$ cat src/design/lpf4_pkg.sv
// Shared types and constants for the four-pole ladder low-pass filter.
package lpf4_pkg;

	// Coefficient register file.
	localparam int NUM_REGS  = 8;
	localparam int REG_IDX_W = 3;

	// Ladder stages.
	localparam int NUM_STAGES = 4;
	localparam int STG_IDX_W  = 2;

	// Register indexes on the configuration channel.
	typedef enum logic [REG_IDX_W-1:0] {
		REG_G       = 3'd0,
		REG_G2      = 3'd1,
		REG_G3      = 3'd2,
		REG_G4      = 3'd3,
		REG_INV_G   = 3'd4,
		REG_K       = 3'd5,
		REG_INV_KG4 = 3'd6,
		REG_MAKEUP  = 3'd7
	} reg_idx_t;

	// Sequencer states; each *_MUL state issues one product, each *_RES state consumes it.
	typedef enum logic [3:0] {
		S_IDLE,
		S_ACC0,
		S_ACC1,
		S_ACC2,
		S_ACC3,
		S_ACC4,
		S_SCL_MUL,
		S_SCL_RES,
		S_FB_MUL,
		S_FB_RES,
		S_NRM_MUL,
		S_NRM_RES,
		S_STG_MUL,
		S_STG_RES,
		S_OUT_MUL,
		S_OUT_RES
	} seq_state_t;

endpackage

$ cat src/design/lpf4_mul.sv
// Shared signed-by-unsigned multiplier with optional rounding bias and a registered product.
module lpf4_mul import lpf4_pkg::*; #(
	parameter int A_W  = 34,
	parameter int B_W  = 24,
	parameter int FRAC = 21,
	localparam int PW  = A_W + B_W + 1
) (
	input  logic                  clk,
	input  logic                  en,
	input  logic                  bias_en,
	input  logic signed [A_W-1:0] a,
	input  logic        [B_W-1:0] b,
	output logic signed [PW-1:0]  prod
);

	// Half an LSB of the rounded result, so that a floor shift rounds half up.
	localparam logic signed [PW-1:0] BIAS   = {{(PW-FRAC){1'b0}}, 1'b1, {(FRAC-1){1'b0}}};
	localparam logic signed [PW-1:0] ZERO_P = '0;

	logic signed [B_W:0]  b_s;
	logic signed [PW-1:0] bias_v;
	logic signed [PW-1:0] prod_q;

	assign b_s    = $signed({1'b0, b});
	assign bias_v = bias_en ? BIAS : ZERO_P;

	// Multiply-add; the product holds while the unit is not enabled.
	always_ff @(posedge clk) begin
		if (en) begin
			prod_q <= a * b_s + bias_v;
		end
	end

	assign prod = prod_q;

endmodule

$ cat src/design/lpf4_cfg.sv
// Coefficient register file written through the configuration channel.
module lpf4_cfg import lpf4_pkg::*; #(
	parameter int COEF_BITS = 24
) (
	input  logic                                clk,
	input  logic                                arst_n,
	input  logic                                wr_en,
	input  reg_idx_t                            wr_index,
	input  logic [COEF_BITS-1:0]                wr_data,
	output logic [NUM_REGS-1:0][COEF_BITS-1:0]  coef
);

	// Unity in unsigned Q3.(COEF_BITS-3).
	localparam logic [COEF_BITS-1:0] COEF_ONE = {2'b00, 1'b1, {(COEF_BITS-3){1'b0}}};

	logic [NUM_REGS-1:0][COEF_BITS-1:0] coef_q;

	// The scaling and makeup gains reset to unity, all others to zero.
	always_ff @(posedge clk or negedge arst_n) begin
		if (!arst_n) begin
			for (int i = 0; i < NUM_REGS; i++) begin
				coef_q[i] <= '0;
			end
			coef_q[REG_INV_G]   <= COEF_ONE;
			coef_q[REG_INV_KG4] <= COEF_ONE;
			coef_q[REG_MAKEUP]  <= COEF_ONE;
		end else if (wr_en) begin
			coef_q[wr_index] <= wr_data;
		end
	end

	assign coef = coef_q;

endmodule

$ cat src/design/ladder_lowpass_4pole_zdf.sv
// Top level of the four-pole zero-delay-feedback ladder low-pass filter.
//
// Usage:
//   Samples enter on the s_axis channel, one signed sample per beat, and filtered
//   samples leave on the m_axis channel. Coefficients are written on the cfg
//   channel (cfg_index selects the register); the user must do so only while
//   the filter is idle, as the block does not enforce it. cfg_ready is always high.
//   Every sample is processed by one shared multiplier under a sequencer: the
//   weighted state sum, then a multiply step and a result step each for the
//   feedback scale, feedback and normalization, every ladder stage and the makeup
//   gain. The result is registered at the edge that ends the last step, and
//   s_axis_tready returns high at that same edge, so the block takes no new sample
//   until the current one is done. Twelve products share the single multiplier.
//   The output register holds a finished sample while the next one is
//   accepted and computed; if the receiver still stalls when the next result is
//   ready, the sequencer waits in its last step until the register frees.
//   Reset clears the stage states and the output valid, and loads the default
//   coefficients (unity scaling and makeup gain, all others zero).
module ladder_lowpass_4pole_zdf import lpf4_pkg::*; #(
	parameter int  SAMPLE_BITS = 24,
	parameter int  COEF_BITS   = 24,
	localparam int TDATA_W     = ((SAMPLE_BITS + 7) / 8) * 8
) (
	input  logic                 clk,
	input  logic                 arst_n,
	// Configuration write channel.
	input  logic                 cfg_valid,
	output logic                 cfg_ready,
	input  logic [REG_IDX_W-1:0] cfg_index,
	input  logic [COEF_BITS-1:0] cfg_data,
	// Input samples.
	input  logic                 s_axis_tvalid,
	output logic                 s_axis_tready,
	input  logic [TDATA_W-1:0]   s_axis_tdata,  // sample_in, zero padded above
	// Output samples.
	output logic                 m_axis_tvalid,
	input  logic                 m_axis_tready,
	output logic [TDATA_W-1:0]   m_axis_tdata   // sample_out, zero padded above
);

	localparam int STATE_BITS = SAMPLE_BITS + 4;
	localparam int FRAC       = COEF_BITS - 3;
	localparam int A_W        = STATE_BITS + 6;
	localparam int PW         = A_W + COEF_BITS + 1;
	localparam int RW         = PW - FRAC;

	localparam logic [COEF_BITS-1:0] COEF_ONE = {2'b00, 1'b1, {FRAC{1'b0}}};

	localparam logic signed [RW-1:0] ST_MAX = {{(RW-STATE_BITS+1){1'b0}}, {(STATE_BITS-1){1'b1}}};
	localparam logic signed [RW-1:0] ST_MIN = {{(RW-STATE_BITS+1){1'b1}}, {(STATE_BITS-1){1'b0}}};
	localparam logic signed [RW-1:0] SM_MAX = {{(RW-SAMPLE_BITS+1){1'b0}}, {(SAMPLE_BITS-1){1'b1}}};
	localparam logic signed [RW-1:0] SM_MIN = {{(RW-SAMPLE_BITS+1){1'b1}}, {(SAMPLE_BITS-1){1'b0}}};

	// Saturate a rounded value to the stage-state width.
	function automatic logic signed [STATE_BITS-1:0] sat_state(input logic signed [RW-1:0] v);
		logic signed [RW-1:0] r;
		r = v;
		if (v > ST_MAX) begin
			r = ST_MAX;
		end else if (v < ST_MIN) begin
			r = ST_MIN;
		end
		return r[STATE_BITS-1:0];
	endfunction

	// Saturate a rounded value to the sample width.
	function automatic logic signed [SAMPLE_BITS-1:0] sat_sample(input logic signed [RW-1:0] v);
		logic signed [RW-1:0] r;
		r = v;
		if (v > SM_MAX) begin
			r = SM_MAX;
		end else if (v < SM_MIN) begin
			r = SM_MIN;
		end
		return r[SAMPLE_BITS-1:0];
	endfunction

	seq_state_t                         state_q, state_d;
	logic [STG_IDX_W-1:0]               stg_q;
	logic signed [STATE_BITS-1:0]       s_q [NUM_STAGES];
	logic signed [STATE_BITS-1:0]       w_q;
	logic signed [SAMPLE_BITS-1:0]      x_q;
	logic signed [PW-1:0]               acc_q;
	logic                               m_valid_q;
	logic [SAMPLE_BITS-1:0]             m_data_q;

	logic [NUM_REGS-1:0][COEF_BITS-1:0] coef;
	logic                               mul_en;
	logic                               mul_bias;
	logic signed [A_W-1:0]              mul_a;
	logic [COEF_BITS-1:0]               mul_b;
	logic signed [PW-1:0]               prod;

	logic                               in_beat;
	logic                               out_load;
	logic signed [STATE_BITS-1:0]       s_cur;
	logic signed [RW-1:0]               rnd_v;
	logic signed [RW-1:0]               num_full;
	logic signed [RW-1:0]               o_full;
	logic signed [STATE_BITS-1:0]       o_sat;
	logic signed [RW-1:0]               ov_full;
	logic signed [STATE_BITS-1:0]       s_new;

	lpf4_cfg #(
		.COEF_BITS (COEF_BITS)
	) u_cfg (
		.clk      (clk),
		.arst_n   (arst_n),
		.wr_en    (cfg_valid),
		.wr_index (reg_idx_t'(cfg_index)),
		.wr_data  (cfg_data),
		.coef     (coef)
	);

	lpf4_mul #(
		.A_W  (A_W),
		.B_W  (COEF_BITS),
		.FRAC (FRAC)
	) u_mul (
		.clk     (clk),
		.en      (mul_en),
		.bias_en (mul_bias),
		.a       (mul_a),
		.b       (mul_b),
		.prod    (prod)
	);

	assign cfg_ready     = 1'b1;
	assign s_axis_tready = (state_q == S_IDLE);
	assign in_beat       = s_axis_tvalid && s_axis_tready;
	assign out_load      = (state_q == S_OUT_RES) && (!m_valid_q || m_axis_tready);

	// The product already carries the rounding bias, so the floor shift rounds.
	assign rnd_v    = prod[PW-1:FRAC];
	assign s_cur    = s_q[stg_q];
	assign num_full = {{(RW-SAMPLE_BITS){x_q[SAMPLE_BITS-1]}}, x_q} - rnd_v;

	// One trapezoidal stage: out = v + s, new state = out + v.
	assign o_full  = rnd_v + {{(RW-STATE_BITS){s_cur[STATE_BITS-1]}}, s_cur};
	assign o_sat   = sat_state(o_full);
	assign ov_full = rnd_v + {{(RW-STATE_BITS){o_sat[STATE_BITS-1]}}, o_sat};
	assign s_new   = sat_state(ov_full);

	// State register of the sequencer.
	always_ff @(posedge clk or negedge arst_n) begin
		if (!arst_n) begin
			state_q <= S_IDLE;
		end else begin
			state_q <= state_d;
		end
	end

	// Next state and multiplier operands.
	always_comb begin
		state_d  = state_q;
		mul_en   = 1'b0;
		mul_bias = 1'b1;
		mul_a    = '0;
		mul_b    = '0;
		unique case (state_q)
			S_IDLE: begin
				if (s_axis_tvalid) begin
					state_d = S_ACC0;
				end
			end
			S_ACC0: begin
				mul_en  = 1'b1;
				mul_a   = {{(A_W-STATE_BITS){s_q[0][STATE_BITS-1]}}, s_q[0]};
				mul_b   = coef[REG_G3];
				state_d = S_ACC1;
			end
			S_ACC1: begin
				mul_en   = 1'b1;
				mul_bias = 1'b0;
				mul_a    = {{(A_W-STATE_BITS){s_q[1][STATE_BITS-1]}}, s_q[1]};
				mul_b    = coef[REG_G2];
				state_d  = S_ACC2;
			end
			S_ACC2: begin
				mul_en   = 1'b1;
				mul_bias = 1'b0;
				mul_a    = {{(A_W-STATE_BITS){s_q[2][STATE_BITS-1]}}, s_q[2]};
				mul_b    = coef[REG_G];
				state_d  = S_ACC3;
			end
			S_ACC3: begin
				mul_en   = 1'b1;
				mul_bias = 1'b0;
				mul_a    = {{(A_W-STATE_BITS){s_q[3][STATE_BITS-1]}}, s_q[3]};
				mul_b    = COEF_ONE;
				state_d  = S_ACC4;
			end
			S_ACC4: begin
				state_d = S_SCL_MUL;
			end
			S_SCL_MUL: begin
				mul_en  = 1'b1;
				mul_a   = acc_q[FRAC+A_W-1:FRAC];
				mul_b   = coef[REG_INV_G];
				state_d = S_SCL_RES;
			end
			S_SCL_RES: begin
				state_d = S_FB_MUL;
			end
			S_FB_MUL: begin
				mul_en  = 1'b1;
				mul_a   = {{(A_W-STATE_BITS){w_q[STATE_BITS-1]}}, w_q};
				mul_b   = coef[REG_K];
				state_d = S_FB_RES;
			end
			S_FB_RES: begin
				state_d = S_NRM_MUL;
			end
			S_NRM_MUL: begin
				mul_en  = 1'b1;
				mul_a   = {{(A_W-STATE_BITS){w_q[STATE_BITS-1]}}, w_q};
				mul_b   = coef[REG_INV_KG4];
				state_d = S_NRM_RES;
			end
			S_NRM_RES: begin
				state_d = S_STG_MUL;
			end
			S_STG_MUL: begin
				mul_en  = 1'b1;
				mul_a   = {{(A_W-STATE_BITS){w_q[STATE_BITS-1]}}, w_q}
				        - {{(A_W-STATE_BITS){s_cur[STATE_BITS-1]}}, s_cur};
				mul_b   = coef[REG_G];
				state_d = S_STG_RES;
			end
			S_STG_RES: begin
				if (stg_q == STG_IDX_W'(NUM_STAGES - 1)) begin
					state_d = S_OUT_MUL;
				end else begin
					state_d = S_STG_MUL;
				end
			end
			S_OUT_MUL: begin
				mul_en  = 1'b1;
				mul_a   = {{(A_W-STATE_BITS){w_q[STATE_BITS-1]}}, w_q};
				mul_b   = coef[REG_MAKEUP];
				state_d = S_OUT_RES;
			end
			S_OUT_RES: begin
				if (!m_valid_q || m_axis_tready) begin
					state_d = S_IDLE;
				end
			end
			default: begin
				state_d = S_IDLE;
			end
		endcase
	end

	// Stage index and stage states.
	always_ff @(posedge clk or negedge arst_n) begin
		if (!arst_n) begin
			stg_q <= '0;
			for (int i = 0; i < NUM_STAGES; i++) begin
				s_q[i] <= '0;
			end
		end else if (state_q == S_STG_RES) begin
			s_q[stg_q] <= s_new;
			if (stg_q == STG_IDX_W'(NUM_STAGES - 1)) begin
				stg_q <= '0;
			end else begin
				stg_q <= stg_q + STG_IDX_W'(1);
			end
		end
	end

	// Working registers: input sample, state-sum accumulator and running value.
	always_ff @(posedge clk) begin
		if (in_beat) begin
			x_q <= s_axis_tdata[SAMPLE_BITS-1:0];
		end
		case (state_q)
			S_ACC1:                 acc_q <= prod;
			S_ACC2, S_ACC3, S_ACC4: acc_q <= acc_q + prod;
			S_SCL_RES:              w_q   <= sat_state(rnd_v);
			S_FB_RES:               w_q   <= sat_state(num_full);
			S_NRM_RES:              w_q   <= sat_state(rnd_v);
			S_STG_RES:              w_q   <= o_sat;
			default: begin
			end
		endcase
		if (out_load) begin
			m_data_q <= sat_sample(rnd_v);
		end
	end

	// Output register valid: set on a new result, cleared when the beat is taken.
	always_ff @(posedge clk or negedge arst_n) begin
		if (!arst_n) begin
			m_valid_q <= 1'b0;
		end else if (out_load) begin
			m_valid_q <= 1'b1;
		end else if (m_axis_tready) begin
			m_valid_q <= 1'b0;
		end
	end

	assign m_axis_tvalid = m_valid_q;
	assign m_axis_tdata  = TDATA_W'(m_data_q);

`ifndef SYNTHESIS
	// An accepted sample always starts the state-sum sequence.
	a_start: assert property (@(posedge clk) disable iff (!arst_n)
		in_beat |=> state_q == S_ACC0)
		else $error("accepted sample did not start the sequence");

	// The stage index is back at zero outside the ladder steps.
	a_stg_idle: assert property (@(posedge clk) disable iff (!arst_n)
		(state_q != S_STG_MUL && state_q != S_STG_RES) |-> stg_q == '0)
		else $error("stage index not cleared outside the ladder");

	// A result is only produced from the last step of the sequence.
	a_result_src: assert property (@(posedge clk) disable iff (!arst_n)
		$rose(m_axis_tvalid) |-> $past(state_q) == S_OUT_RES)
		else $error("output valid rose outside the final step");

	// Leaving the final step always leaves a result in the output register.
	a_result_loaded: assert property (@(posedge clk) disable iff (!arst_n)
		(state_q == S_OUT_RES && state_d == S_IDLE) |=> m_axis_tvalid)
		else $error("final step finished without a result");
`endif

endmodule

$ cat config.mk
export PLATFORM = sky130hd
export DESIGN_NAME = ladder_lowpass_4pole_zdf
export DESIGN_NICKNAME = d
export VERILOG_FILES = /design/src/design/lpf4_pkg.sv /design/src/design/lpf4_mul.sv /design/src/design/lpf4_cfg.sv /design/src/design/ladder_lowpass_4pole_zdf.sv
export SDC_FILE = /design/constraint.sdc
export NUM_CORES = 2
export LEC_CHECK = 0
export ABC_AREA = 1
export BUFFER_PORTS_ARGS = -buffer_cell sky130_fd_sc_hd__buf_2
export CORE_ASPECT_RATIO = 0.7
export CORE_MARGIN = 1
export CORE_UTILIZATION = 47
export CTS_BUF_LIST = sky130_fd_sc_hd__clkbuf_16
export CTS_CLUSTER_DIAMETER = 30
export DETAILED_ROUTE_END_ITERATION = 7
export PLACE_DENSITY = 0.67
export SLEW_MARGIN = 40
export SYNTH_ARGS = -nofsm -noshare
export SYNTH_HDL_FRONTEND = slang
export SYNTH_SLANG_ARGS = --single-unit
export TNS_END_PERCENT = 100
$ cat constraint.sdc
create_clock -name clk -period 20.2 [get_ports clk]
set_input_delay 3.03 -clock clk [delete_from_list [all_inputs] [get_ports clk]]
set_output_delay 3.03 -clock clk [all_outputs]
set_load 0.03 [all_outputs]
==> metrics.txt <==
share of cells above drive strength 1 6.94%; CP Data Required Time 20.71 ns; count of final setup violators 0; syn_area_per_cell 7.51 sq um; Yosys warnings 0; Setup CP Type reg2reg; GRT overflow 0; syn nets 10,000; number of synthesized flops with an enable pin 190; min cycle time layout 12.18 ns; Setup WS pre-CTS 8.28 ns; final net count 10,100; Avg WL per Cell 25.1 um; Clock Latency Late Sink 0.75 ns; Overall Global Routing Usage 37.8%; crit-path max FO 41; DR iter-0 viols 8,198; DIE AREA 141,000 sq um; R2R Path End u_mul.prod[50]$_DFFE_PP_; core region area 138,000 sq um; Filler cells 13,500; slew at the pin with the worst max-slew slack 0.989 ns; Worst Setup EP u_mul.prod[50]$_DFFE_PP_; CTS sink count 477; hold_buf cts 0; first-pass GRT wire length 391 mm; die height 315 um; vias in the first global route 58,400; post-CTS setup buffers 0; CP max stage cell o21ai_0; sequential element share of the synthesized area 19.6%; Pins Over Slew Limit 0; Starting Density 47.4%; Post-DP HPWL 216 mm; DIE WIDTH 449 um; DR vias 61,600; WL met1 118 mm; Area Growth Syn to Fin 9.60%; Hold Crit Class reg2reg; r2r startpoint stg_q[1]$_DFFE_PN0P_; Synth async-reset ratio 60.2%; Peak Freq 82.1 MHz; met3 WL post-DR 47.8 mm; max_slew headroom 33.9%; total CTS buffers 98; worst reg2reg path depth 43; post_cts resized 0; Primary FF master, synth dfrtp_1; met2 WL 97.3 mm; part of the cycle the worst path needs 60.3%; highest metal used met5; vias per cell 5.73; CP peak stage delay 0.65 ns; post-route ant nets 0; initial antenna violation count 20; Clock transition at path regs 0.05 ns; # H-tree levels 3; CTS tree yes; Worst Path Arrival 12.69 ns; CP dominant cell by count inv_1; final WL 270 mm; RSZ-0062 raised after global routing false; outcome finished clean; CTS Buffer Depth 3; Rows 114; final worst slack 8.02 ns; r2r setup slk 8.02 ns; Max Cap Viol 0; Setup TNS Final 0 ns; Pre-Repair DR Iteration Count 7; IO Count 83; Yosys reg bits 477; CP Capture Type register; Final Hold Viols 0; largest net degree at the start of global routing 86; clk_skew 0.0895 ns; startpoint types register; root buf cell clkbuf_16; residual DRC count 0; Post-Synthesis Cell Area 65,600 sq um; Placer Congestion 1.15; synth unique cells 67; crit path launch stg_q[1]$_DFFE_PN0P_; post-layout util 52.0%; synthesized instance count 8,744; PortBufs 81
-- synthesized netlist by cell type (all sizes together) (51+ instances only) --
master | n | area, sq um
clkbuf | 140 | 527
a21oi | 365 | 1840
xor2 | 89 | 798
a22o | 51 | 447
nor2 | 707 | 2690
edfxtp | 190 | 5710
fa | 836 | 16700
xnor2 | 77 | 674
dfrtp | 284 | 7110
o21ai | 465 | 2350
ha | 390 | 4880
nand2 | 2516 | 9810
buf | 138 | 800
nand3 | 249 | 1280
inv | 1829 | 6870
-- registers in the layout (all words and copies together) (netlist names) --
register and cells:
u_cfg.coef 168, s_q 112, u_mul.prod 59, acc_q 55, w_q 28, m_axis_tdata 24
x_q 24, state_q 4, stg_q 2, m_axis_tvalid 1
-- logic make-up after synthesis --
family	share of synthesized area [%]
AND/OR/NAND/NOR	22.7
AO/OA/AOI/OAI	9.99
buffers and inverters	12.5
flip-flops	19.6
other	0.00571
XOR/XNOR	2.24
adder cells (fa/ha/maj)	32.9
-- cell usage in the layout (no fill, tap or decap), types with 20 or more instances in the layout --
cell type and instances:
nand2_1 2435, inv_1 1807, fa_1 836, nor2_1 682, o21ai_0 448, ha_1 390, a21oi_1 360, dfrtp_1 283
nand3_1 240, edfxtp_1 190, buf_4 129, clkbuf_16 101, xor2_1 85, buf_2 83, xnor2_1 76, a22o_1 51
nand2_2 49, a31oi_1 38, a21o_1 37, nor3_1 35, o21bai_1 32, nand4_1 32, nand2_4 31, or2_2 28
a32oi_1 26, inv_2 25, o211ai_1 23, nor2_2 20
-- worst max-delay path: cells and delay by family, from the launching register on --
kind,cells,cell delay (ns)
fa+ha+maj,9,4.34
xor+xnor,1,0.19
flops,1,0.42
simple gates,12,2.17
compound gates,10,2.47
buf+inv,11,2.33
-- through the flow --
stage          area [sq um]  instances  hold WS (ns)
3_5_place_dp          68500      10500         0.466
5_1_grt               71900      10700         0.502
6_report              71900      10700         0.481
4_1_cts               71800      10700         0.480
2_1_floorplan         65600       8744         0.449
3_3_place_gp          68200      10500         0.463
-- worst min-delay path by stage --
stage,start,to,cells past startpoint
2_1_floorplan,s_q[102]$_DFFE_PN0P_,s_q[102]$_DFFE_PN0P_,2
3_3_place_gp,s_q[105]$_DFFE_PN0P_,s_q[105]$_DFFE_PN0P_,2
3_5_place_dp,s_q[93]$_DFFE_PN0P_,s_q[93]$_DFFE_PN0P_,2
4_1_cts,s_q[93]$_DFFE_PN0P_,s_q[93]$_DFFE_PN0P_,2
5_1_grt,s_q[96]$_DFFE_PN0P_,s_q[96]$_DFFE_PN0P_,2
6_report,u_cfg.coef[134]$_DFFE_PN0P_,u_cfg.coef[134]$_DFFE_PN0P_,2
-- per-layer routing --
layer  GRT usage (%)  up-vias
li1                -    26900
met1            56.5    30100
met2            47.1     4000
met3            19.2      467
met4            8.57       28
met5           0.698        -
-- cell type report --
| type | count | area, sq um | area share [%] |
|---|---|---|---|
| Multi-Input combinational cell | 6153 | 44800 | 62.3 |
| Clock inverter | 81 | 802 | 1.11 |
| Sequential cell | 477 | 12900 | 17.9 |
| Tap cell | 1856 | 2320 | 3.23 |
| Inverter | 1836 | 6900 | 9.59 |
| Clock buffer | 101 | 2530 | 3.51 |
| Antenna cell | 11 | 27.5 | 0.0383 |
| Timing Repair Buffer | 226 | 1620 | 2.26 |
Power is left out: the tool's default activity adds up to more than one toggle a clock period on the data nets, which glitch-free logic cannot reach.
